**src/hw/rtl/multiplexed_decimal_seven_segment_scan_defines.svh**
```systemverilog
// Assertion macros used by the top-level RTL file.
`ifndef MULTIPLEXED_DECIMAL_SEVEN_SEGMENT_SCAN_DEFINES_SVH
`define MULTIPLEXED_DECIMAL_SEVEN_SEGMENT_SCAN_DEFINES_SVH
`ifndef SYNTHESIS
// Same-cycle implication, disabled during reset.
`define MDSS_ASSERT_IMP(label, clk, rst_n, ante, cons, msg) \
  label: assert property (@(posedge clk) disable iff (!rst_n) (ante) |-> (cons)) \
    else $error(msg);
// Next-cycle implication, disabled during reset.
`define MDSS_ASSERT_NXT(label, clk, rst_n, ante, cons, msg) \
  label: assert property (@(posedge clk) disable iff (!rst_n) (ante) |=> (cons)) \
    else $error(msg);
`else
`define MDSS_ASSERT_IMP(label, clk, rst_n, ante, cons, msg)
`define MDSS_ASSERT_NXT(label, clk, rst_n, ante, cons, msg)
`endif
`endif

```
**src/hw/rtl/mdss_pkg.sv**
```systemverilog
package mdss_pkg;

  localparam int unsigned ReadingW = 10;
  localparam int unsigned DigitW   = 4;
  localparam int unsigned EnableW  = 4;
  localparam int unsigned SegW     = 7;
  localparam int unsigned IdxW     = 2;
  localparam int unsigned QDepth   = 2;

  // Reciprocal of ten, scaled by 2^11; exact for values below 1029
  localparam int unsigned RecipTen   = 205;
  localparam int unsigned RecipShift = 11;

  // Digit positions, units first
  localparam logic [IdxW-1:0] IdxUnits = 2'd0;
  localparam logic [IdxW-1:0] IdxTens  = 2'd1;
  localparam logic [IdxW-1:0] IdxHund  = 2'd2;
  localparam logic [IdxW-1:0] IdxThou  = 2'd3;

  localparam logic [DigitW-1:0] DigitTen = 4'd10;

  // One classified reading: its digits and the index of its last shown digit
  typedef struct packed {
    logic [DigitW-1:0] units;
    logic [DigitW-1:0] tens;
    logic [DigitW-1:0] hund;
    logic [IdxW-1:0]   last_idx;
  } digit_entry_t;

  // Active-low gfedcba pattern for a decimal digit; blank for anything else
  function automatic logic [SegW-1:0] seg_pattern(input logic [DigitW-1:0] d);
    logic [SegW-1:0] glyph;
    begin
      unique case (d)
        4'd0: glyph = 7'h3F;
        4'd1: glyph = 7'h06;
        4'd2: glyph = 7'h5B;
        4'd3: glyph = 7'h4F;
        4'd4: glyph = 7'h66;
        4'd5: glyph = 7'h6D;
        4'd6: glyph = 7'h7D;
        4'd7: glyph = 7'h07;
        4'd8: glyph = 7'h7F;
        4'd9: glyph = 7'h6F;
        default: glyph = 7'h00;
      endcase
      seg_pattern = ~glyph;
    end
  endfunction

endpackage

```
**src/hw/rtl/multiplexed_decimal_seven_segment_scan.sv**
```systemverilog
// Decimal scan for a multiplexed seven-segment display. Each reading (0..1023)
// turns into one transfer per shown digit, units first: one digit for 0..9,
// two for 10..99, three for 100..999 and four for 1000..1023. Each transfer
// carries a one-hot digit enable, an active-low gfedcba pattern (bit0 is a,
// 0 is lit) and a flag on the final digit of that reading. A reading passes
// the front register, the queue and the back-end entry register on its way
// to the output register; the back-end sequencer drives one digit per cycle
// into it while out_ready does not stall it, and a two-entry queue lets the
// front divide the next readings by ten meanwhile, so back-to-back readings
// stream out with no gap. Nothing needs clearing after reset.
`include "multiplexed_decimal_seven_segment_scan_defines.svh"

module multiplexed_decimal_seven_segment_scan (
  input  logic                             clk,
  input  logic                             rst_n,
  input  logic                             in_valid,
  output logic                             in_ready,
  input  logic [mdss_pkg::ReadingW-1:0]    in_reading,
  output logic                             out_valid,
  input  logic                             out_ready,
  output logic [mdss_pkg::EnableW-1:0]     out_digit_enable,
  output logic [mdss_pkg::SegW-1:0]        out_segments_n,
  output logic                             out_last_digit
);

  logic                   push_valid;
  logic                   push_ready;
  mdss_pkg::digit_entry_t push_data;
  logic                   pop_valid;
  logic                   pop_ready;
  mdss_pkg::digit_entry_t pop_data;

  mdss_front u_front (
    .clk        (clk),
    .rst_n      (rst_n),
    .in_valid   (in_valid),
    .in_ready   (in_ready),
    .in_reading (in_reading),
    .push_valid (push_valid),
    .push_ready (push_ready),
    .push_data  (push_data)
  );

  mdss_queue u_queue (
    .clk        (clk),
    .rst_n      (rst_n),
    .push_valid (push_valid),
    .push_ready (push_ready),
    .push_data  (push_data),
    .pop_valid  (pop_valid),
    .pop_ready  (pop_ready),
    .pop_data   (pop_data)
  );

  mdss_back u_back (
    .clk              (clk),
    .rst_n            (rst_n),
    .pop_valid        (pop_valid),
    .pop_ready        (pop_ready),
    .pop_data         (pop_data),
    .out_valid        (out_valid),
    .out_ready        (out_ready),
    .out_digit_enable (out_digit_enable),
    .out_segments_n   (out_segments_n),
    .out_last_digit   (out_last_digit)
  );

  // Check the digit sequencing
  `MDSS_ASSERT_IMP(a_enable_onehot, clk, rst_n, out_valid, $onehot(out_digit_enable), "enable not one-hot")
  `MDSS_ASSERT_IMP(a_thou_is_last, clk, rst_n, out_valid && out_digit_enable[3], out_last_digit, "thousands digit not last")
  `MDSS_ASSERT_IMP(a_thou_glyph, clk, rst_n, out_valid && out_digit_enable[3], out_segments_n == 7'h79, "thousands glyph wrong")
  `MDSS_ASSERT_NXT(a_next_after_last, clk, rst_n, out_valid && out_ready && out_last_digit && !u_back.busy_r, !out_valid || out_digit_enable[0], "reading does not start at units")

endmodule

```
**src/hw/rtl/mdss_front.sv**
```systemverilog
module mdss_front (
  input  logic                                 clk,
  input  logic                                 rst_n,
  input  logic                                 in_valid,
  output logic                                 in_ready,
  input  logic [mdss_pkg::ReadingW-1:0]        in_reading,
  output logic                                 push_valid,
  input  logic                                 push_ready,
  output mdss_pkg::digit_entry_t               push_data
);

  logic                          s1_valid_r;
  logic [mdss_pkg::ReadingW-1:0] v_r;
  logic [6:0]                    q1_r;
  logic [17:0]                   q1_prod;
  logic [10:0]                   q1_times10;
  logic [14:0]                   q2_prod;
  logic [3:0]                    q2;
  logic [6:0]                    q2_times10;
  logic [9:0]                    units_full;
  logic [6:0]                    tens_full;

  assign in_ready = !s1_valid_r || push_ready;

  // First divide by ten through the scaled reciprocal
  assign q1_prod = 18'(in_reading) * 18'(mdss_pkg::RecipTen);

  // Hold the reading and its quotient until the queue takes the transfer
  always_ff @(posedge clk) begin
    if (!rst_n) begin
      s1_valid_r <= 1'b0;
    end else if (in_ready) begin
      s1_valid_r <= in_valid;
    end
    if (in_valid && in_ready) begin
      v_r  <= in_reading;
      q1_r <= q1_prod[17:mdss_pkg::RecipShift];
    end
  end

  // Split remainders and second quotient, then classify the digit count
  always_comb begin
    q1_times10 = {1'b0, q1_r, 3'b000} + {3'b000, q1_r, 1'b0};
    units_full = v_r - q1_times10[9:0];
    q2_prod    = 15'(q1_r) * 15'(mdss_pkg::RecipTen);
    q2         = q2_prod[14:mdss_pkg::RecipShift];
    q2_times10 = {q2[3:0], 3'b000} + {2'b00, q2, 1'b0};
    tens_full  = q1_r - q2_times10;

    push_data.units = units_full[3:0];
    push_data.tens  = tens_full[3:0];
    push_data.hund  = (q2 == mdss_pkg::DigitTen) ? '0 : q2;
    priority if (v_r > 10'd999) begin
      push_data.last_idx = mdss_pkg::IdxThou;
    end else if (v_r > 10'd99) begin
      push_data.last_idx = mdss_pkg::IdxHund;
    end else if (v_r > 10'd9) begin
      push_data.last_idx = mdss_pkg::IdxTens;
    end else begin
      push_data.last_idx = mdss_pkg::IdxUnits;
    end
  end

  assign push_valid = s1_valid_r;

endmodule

```
**src/hw/rtl/mdss_queue.sv**
```systemverilog
module mdss_queue (
  input  logic                   clk,
  input  logic                   rst_n,
  input  logic                   push_valid,
  output logic                   push_ready,
  input  mdss_pkg::digit_entry_t push_data,
  output logic                   pop_valid,
  input  logic                   pop_ready,
  output mdss_pkg::digit_entry_t pop_data
);

  mdss_pkg::digit_entry_t mem_r [mdss_pkg::QDepth];
  logic       wr_ptr_r;
  logic       rd_ptr_r;
  logic [1:0] count_r;
  logic       do_push;
  logic       do_pop;

  assign push_ready = (count_r != 2'(mdss_pkg::QDepth));
  assign pop_valid  = (count_r != 2'd0);
  assign pop_data   = mem_r[rd_ptr_r];
  assign do_push    = push_valid && push_ready;
  assign do_pop     = pop_valid && pop_ready;

  // Store entries
  always_ff @(posedge clk) begin
    if (do_push) begin
      mem_r[wr_ptr_r] <= push_data;
    end
  end

  // Advance pointers and track fill
  always_ff @(posedge clk) begin
    if (!rst_n) begin
      wr_ptr_r <= 1'b0;
      rd_ptr_r <= 1'b0;
      count_r  <= 2'd0;
    end else begin
      if (do_push) begin
        wr_ptr_r <= !wr_ptr_r;
      end
      if (do_pop) begin
        rd_ptr_r <= !rd_ptr_r;
      end
      unique case ({do_push, do_pop})
        2'b10:   count_r <= count_r + 2'd1;
        2'b01:   count_r <= count_r - 2'd1;
        default: count_r <= count_r;
      endcase
    end
  end

endmodule

```
**src/hw/rtl/mdss_back.sv**
```systemverilog
module mdss_back (
  input  logic                             clk,
  input  logic                             rst_n,
  input  logic                             pop_valid,
  output logic                             pop_ready,
  input  mdss_pkg::digit_entry_t           pop_data,
  output logic                             out_valid,
  input  logic                             out_ready,
  output logic [mdss_pkg::EnableW-1:0]     out_digit_enable,
  output logic [mdss_pkg::SegW-1:0]        out_segments_n,
  output logic                             out_last_digit
);

  logic                          busy_r;
  mdss_pkg::digit_entry_t        ent_r;
  logic [mdss_pkg::IdxW-1:0]     idx_r;
  logic                          out_valid_r;
  logic [mdss_pkg::EnableW-1:0]  enable_r;
  logic [mdss_pkg::SegW-1:0]     seg_r;
  logic                          last_r;
  logic                          slot_free;
  logic                          emit;
  logic                          at_last;
  logic [mdss_pkg::DigitW-1:0]   cur_digit;

  assign slot_free = !out_valid_r || out_ready;
  assign emit      = busy_r && slot_free;
  assign at_last   = (idx_r == ent_r.last_idx);
  assign pop_ready = !busy_r || (emit && at_last);

  // Pick the digit for the current position; thousands is always one
  always_comb begin
    unique case (idx_r)
      mdss_pkg::IdxUnits: cur_digit = ent_r.units;
      mdss_pkg::IdxTens:  cur_digit = ent_r.tens;
      mdss_pkg::IdxHund:  cur_digit = ent_r.hund;
      default:            cur_digit = 4'd1;
    endcase
  end

  // Step through the digits of the held entry
  always_ff @(posedge clk) begin
    if (!rst_n) begin
      busy_r <= 1'b0;
      idx_r  <= '0;
    end else if (pop_valid && pop_ready) begin
      busy_r <= 1'b1;
      idx_r  <= mdss_pkg::IdxUnits;
    end else if (emit && at_last) begin
      busy_r <= 1'b0;
    end else if (emit) begin
      idx_r <= idx_r + 2'd1;
    end
  end

  always_ff @(posedge clk) begin
    if (pop_valid && pop_ready) begin
      ent_r <= pop_data;
    end
  end

  // Output register: load a digit when the slot is free
  always_ff @(posedge clk) begin
    if (!rst_n) begin
      out_valid_r <= 1'b0;
    end else if (emit) begin
      out_valid_r <= 1'b1;
    end else if (out_ready) begin
      out_valid_r <= 1'b0;
    end
    if (emit) begin
      enable_r <= mdss_pkg::EnableW'(1) << idx_r;
      seg_r    <= mdss_pkg::seg_pattern(cur_digit);
      last_r   <= at_last;
    end
  end

  assign out_valid        = out_valid_r;
  assign out_digit_enable = enable_r;
  assign out_segments_n   = seg_r;
  assign out_last_digit   = last_r;

endmodule

```
**config.mk**
```make
export PLATFORM = sky130hd
export DESIGN_NAME = multiplexed_decimal_seven_segment_scan
export DESIGN_NICKNAME = d
export VERILOG_FILES = /design/src/hw/rtl/mdss_pkg.sv /design/src/hw/rtl/multiplexed_decimal_seven_segment_scan.sv /design/src/hw/rtl/mdss_front.sv /design/src/hw/rtl/mdss_queue.sv /design/src/hw/rtl/mdss_back.sv
export VERILOG_INCLUDE_DIRS = /design/src /design/src/hw/rtl
export SDC_FILE = /design/constraint.sdc
export NUM_CORES = 1
export LEC_CHECK = 0
export BUFFER_PORTS_ARGS = -buffer_cell sky130_fd_sc_hd__buf_4
export CORE_MARGIN = 4
export CORE_UTILIZATION = 60
export DETAILED_ROUTE_END_ITERATION = 16
export GPL_TIMING_DRIVEN = 1
export HOLD_SLACK_MARGIN = 0.03
export PLACE_DENSITY = 0.81
export RECOVER_POWER = 25
export SLEW_MARGIN = 20
export SYNTH_ARGS = -nofsm -noshare
export SYNTH_HDL_FRONTEND = slang
export SYNTH_HIERARCHICAL = 1
export SYNTH_SLANG_ARGS = --single-unit
export TNS_END_PERCENT = 10
```
**constraint.sdc**
```tcl
create_clock -name clk -period 5.62 [get_ports clk]
set_clock_uncertainty 0.15 [all_clocks]
set_input_delay 0 -clock clk [delete_from_list [all_inputs] [get_ports clk]]
set_output_delay 0 -clock clk [all_outputs]
set_load 0.03 [all_outputs]
```
==> Yosys cells after proc, flatten, opt, wreduce, memory -nomap -nowiden <==
Memory sizes are Yosys's and may differ from the RTL's. A register that Yosys moved wholly into a read port is not among the register bits.
Cells that the tools add are included.
{ "classes": {"n_addsub": 7, "n_mul": 2, "n_lt_le_gt_ge": 3, "eq_ne": 7, "shift": 1, "n_mux": 13, "bitwise": 3, "reduce_logical": 20} }
{ "op_table": {"columns": ["operator", "n"], "rows": [
  ["multiplier 10 x 8 -> 18 bit, second input constant", 1],
  ["multiplier 7 x 8 -> 15 bit, second input constant", 1],
  ["case mux 4 bit (3 select lines)", 1],
  ["greater-than comparator 10 bit, second input constant", 1],
  ["greater-than comparator 10 x 4 -> 1 bit, second input constant", 1],
  ["greater-than comparator 10 x 7 -> 1 bit, second input constant", 1],
  ["adder 4 bit", 2],
  ["nonzero test 2 bit", 4],
  ["subtractor 4 bit", 2],
  ["two-way mux 1 bit", 7],
  ["two-way mux 7 bit", 1],
  ["NOT 7 bit", 1],
  ["logical AND 1 bit", 5],
  ["zero test 1 bit", 5],
  ["adder 2 x 1 -> 2 bit, second input constant", 2],
  ["equality test 2 x 1 -> 1 bit, second input constant", 2],
  ["equality test 2 bit, second input constant", 2],
  ["equality test 4 bit, second input constant", 1],
  ["two-way mux 2 bit", 2],
  ["two-way mux 4 bit", 1],
  ["case mux 2 bit (2 select lines)", 1],
  ["left shift 1 x 2 -> 4 bit, first input constant", 1],
  ["logical OR 1 bit", 3],
  ["equality test 2 bit", 1],
  ["6 further kinds", 7]
]} }
{ "word_totals": {"ff_bits": 38, "ram_bits": 28, "mem_bits_ro": 112, "output_inout_bits": 14, "word_cells": 70, "mem_count": 2} }
{ "mem_list": {"columns": ["name", "words", "width", "rd", "rd_clocked_by_memory_dff", "wr", "line", "source"], "rows": [
  ["(no name shown)", 16, 7, 1, 0, 0, "mdss_pkg.sv:34", "unique case (d)"],
  ["u_queue.mem_r", 2, 14, 1, 1, 1, "mdss_queue.sv:12", "mdss_pkg::digit_entry_t mem_r [mdss_pkg::QDepth];"]
]} }

==> Longest topological paths before layout <==
{ "logic_depth": {"word_depth": 8, "ltp_mapped": 16, "mapped_depth_nobuf": 16} }

==> Modules after synthesis <==
Netlist, hierarchy kept.
{ "modules_own_cells": {"columns": ["mod", "instances", "cells_per_inst", "area_per_inst_um2", "seq_area_each_um2"], "rows": [
  ["mdss_front", 1, 311, 3175.5, 530.5],
  ["mdss_back", 1, 95, 1306.3, 860.8],
  ["mdss_queue", 1, 67, 1238.7, 940.9]
]} }

==> Worst setup path after synthesis <==
OpenSTA, ideal clock, no wires.
{ "synth_timing": {"kind": "reg2reg", "startpoint": "register u_front.q1_r[4]", "endpoint": "memory u_queue/mem_r[0][9] (netlist bit) (data pin)", "arrival_ns": 3.944, "required_ns": 5.199, "slack_ns": 1.255, "path_stages_with_launch": 16, "n_path_buf": 0, "synth_period_minus_slack_ns": 4.365, "cell_sequence": "edfxtp_1 ha_1 ha_1 fa_1 inv_1 fa_1 inv_1 ha_1 a311oi_1 nor3_2 o31ai_1 and2b_1 xnor2_1 ha_1 xor2_1 xnor3_1"} }
{ "synth_rtl": {"columns": ["item", "line", "source"], "rows": [
  ["from (decl)", "mdss_front.sv:14", "logic [6:0] q1_r;"],
  ["from (signal assigned)", "mdss_front.sv:37", "q1_r <= q1_prod[17:mdss_pkg::RecipShift];"],
  ["to (decl)", "mdss_queue.sv:12", null]
]} }

==> results.cfg <==
[routing]
vias = 3558
wl_per_cell_um = 14.4
drtAntennaViolNets = 0
wl_um = 9470
via_per_inst = 5.41
drtIter0Drc = 108
drc = 0
drt_pass1_iterations = 4

[synthesis]
ys.flop_type = edfxtp_1
syn_area_mm2 = 0.00572
yosysWarnings = 6
synthCells = 473
synth_nets = 616
ys_types = 59
syn_avg_cell_area_um2 = 12.1
seq_area_frac_synth = 0.408
async_flop_share = 0
yosys_register_bits = 81
synth-edff-count = 71

[sta]
final_hold_viol_count = 0
maxClockFrequency_ghz = 0.214
period_share = 0.832
setup_tns_ns = 0
worst_slew_pin_slew_ns = 0.962
drv_slew = 0
rsz0062_at_grt = false
slew_headroom = 0.358
finalCriticalPeriod_ns = 4.68
setup_viol = 0

[die]
die-area_mm2 = 0.0112
core_area_mm2 = 0.00924
initial_core_util = 0.619
die-width_um = 106
fp.dieH_um = 106
ioPinCount = 28
row_count = 35

[grt]
antenna_found_initial = 0
grt_max_degree = 18
grt_pass1_vias = 3745
grt_usage = 0.183
overflow = 0
grt_pass1_wl_um = 16400

[clock_network]
cts_max_path_buffers = 2
clock_latency_ns = 0.34
clk_pin_slew_ns = 0.08
cts-root-buf = clkbuf_8
cts_tree = done
cts_max_level = 3
cts_buffers = 9
cts.sinks = 81

[hold_path]
min_from = in_reading[1]
hp-class = in -> reg

[setup_path]
r2r_cells = 15
reg2reg_to = u_queue/mem_r[1][9]$_DFFE_PP_
reg2reg_from = u_front/q1_r[4]$_DFFE_PP_
crit_path_max_fanout = 4
crit_path_start = u_front/q1_r[4]$_DFFE_PP_
critPathArrivalTime_ns = 4.61
rrSetupSlack_ns = 0.94
crit_required_ns = 5.55
critical_path_class = reg -> reg
critPathLaunchType = flip-flop
crit_end = u_queue/mem_r[1][9]$_DFFE_PP_
worstSetupEndpointType = flip-flop

[cells_and_area]
diodes = 0
final_cell_mix = 104 x ha_1, 79 x inv_1, 71 x edfxtp_1, 25 x fa_1, 23 x clkbuf_1
layout.nets = 667
area_delta_synth_final_pct = 11.6
final_common_cell = ha_1
fillers = 654
drive_above_1_share = 0.0907

[run]
maxCapViolations = 0

[placed_design]
place_congestion = 0.841
dp_hpwl_um = 7650
port_buffers = 27

[run_status]
status = finished, final reports clean
==> worst min-delay path by stage <==
stage | cells past startpoint | end | slack (ns)
after floorplan | 0 | u_front/v_r[0]$_DFFE_PP_ | -0.05
final | 2 | u_front/v_r[1]$_DFFE_PP_ | 0.30
after global routing | 2 | u_front/v_r[1]$_DFFE_PP_ | 0.29
after global placement | 1 | u_front/v_r[1]$_DFFE_PP_ | 0.06
after CTS | 2 | u_front/v_r[1]$_DFFE_PP_ | 0.23
after detailed placement | 1 | u_front/v_r[1]$_DFFE_PP_ | 0.06
==> final cells by class <==
cell class                 count  area [um2]  share of cell area
clock inverter                 7         116              0.0182
timing repair buffer          42         267              0.0418
clock buffer                   9         124              0.0194
sequential                    81        2330               0.365
multi-input combinational    310        3080               0.483
tap                          129         161              0.0253
inverter                      80         300              0.0470
==> per-stage QoR <==
step	util	cell area [um2]	hold slack [ns]	setup WS, ns	cells
detailed placement	0.658	6080	0.0561	0.952	627
global placement	0.658	6080	0.0556	1.12	627
CTS	0.700	6470	0.234	0.933	658
floorplan	-	5720	-0.0511	1.25	473
finish	0.691	6380	0.303	0.942	658
global route	0.691	6380	0.294	0.645	658
==> layer usage <==
metal	track usage	up-vias	routed length, um
met5	0	-	0
met3	0.0429	21	328
met4	0.0685	0	188
met2	0.344	81	5180
met1	0.199	1699	3780
li1	-	1757	-
==> worst max-delay path: stages (launching register included) <==
cell and delay [ns]:
edfxtp_1 0.46, ha_1 0.33, ha_1 0.30, fa_1 0.54, inv_1 0.06, fa_1 0.50, inv_1 0.05, ha_1 0.21
a311oi_1 0.30, nor3_2 0.10, o31ai_1 0.37, and2b_1 0.19, xnor2_1 0.14, ha_1 0.19, xor2_1 0.19, xnor3_1 0.35
==> synth_stat cells (2+ instances only) <==
master | instances | share of area
edfxtp_1 | 71 | 0.37
a222oi_1 | 3 | 0.0052
or2_2 | 4 | 0.0044
a311oi_1 | 2 | 0.0031
fa_1 | 25 | 0.087
and2b_1 | 2 | 0.0026
nor2b_1 | 8 | 0.0087
nand2_1 | 12 | 0.0079
ha_1 | 104 | 0.23
xor2_1 | 9 | 0.014
nand4_1 | 5 | 0.0055
nand2b_1 | 3 | 0.0033
inv_1 | 79 | 0.052
nor3_1 | 2 | 0.0017
nor2_1 | 17 | 0.011
a21oi_1 | 16 | 0.014
xnor2_1 | 18 | 0.028
dfxtp_1 | 10 | 0.035
a22o_1 | 2 | 0.0031
a21o_1 | 5 | 0.0066
o21ai_0 | 10 | 0.0087
a31oi_1 | 2 | 0.0022
o21a_1 | 3 | 0.0039
nor4_1 | 2 | 0.0022
and2_1 | 2 | 0.0022
nand3_1 | 6 | 0.0052
a21boi_0 | 3 | 0.0039
mux2_2 | 14 | 0.028
nor3_2 | 2 | 0.0035
and3_1 | 3 | 0.0033
==> kinds of logic (layout without fill, tap and decap cells) <==
logic type,count (synthesis),in the layout,share of synthesized area
and+or+nand+nor,75,75,0.0720
adders and majority gates,129,129,0.315
buffers and inverters,82,138,0.0540
AOI/OAI and AO/OA,62,62,0.0739
DFF,81,81,0.408
xor gates and xnor gates,29,29,0.0481
muxes,15,15,0.0293
==> flip-flops by register name, summed over array words and instances, names as in the netlist, 2 cells and up, named ones only <==
signal and count:
u_back/out_digit_enable 4, u_queue/count_r 2, u_front/v_r 10, u_back/idx_r 2
u_back/out_segments_n 7, u_queue/mem_r 28, u_front/q1_r 7, u_back/ent_r 14
==> what timing repair did <==
item                       CTS  global route
hold buffers                15             0
setup endpoints to repair    0             0
buffers inserted             0             0
hold endpoints to repair    20             0
resized for setup            0             0
Power is left out: the tool's default activity adds up to more than one toggle a clock period on the data nets, which glitch-free logic cannot reach.
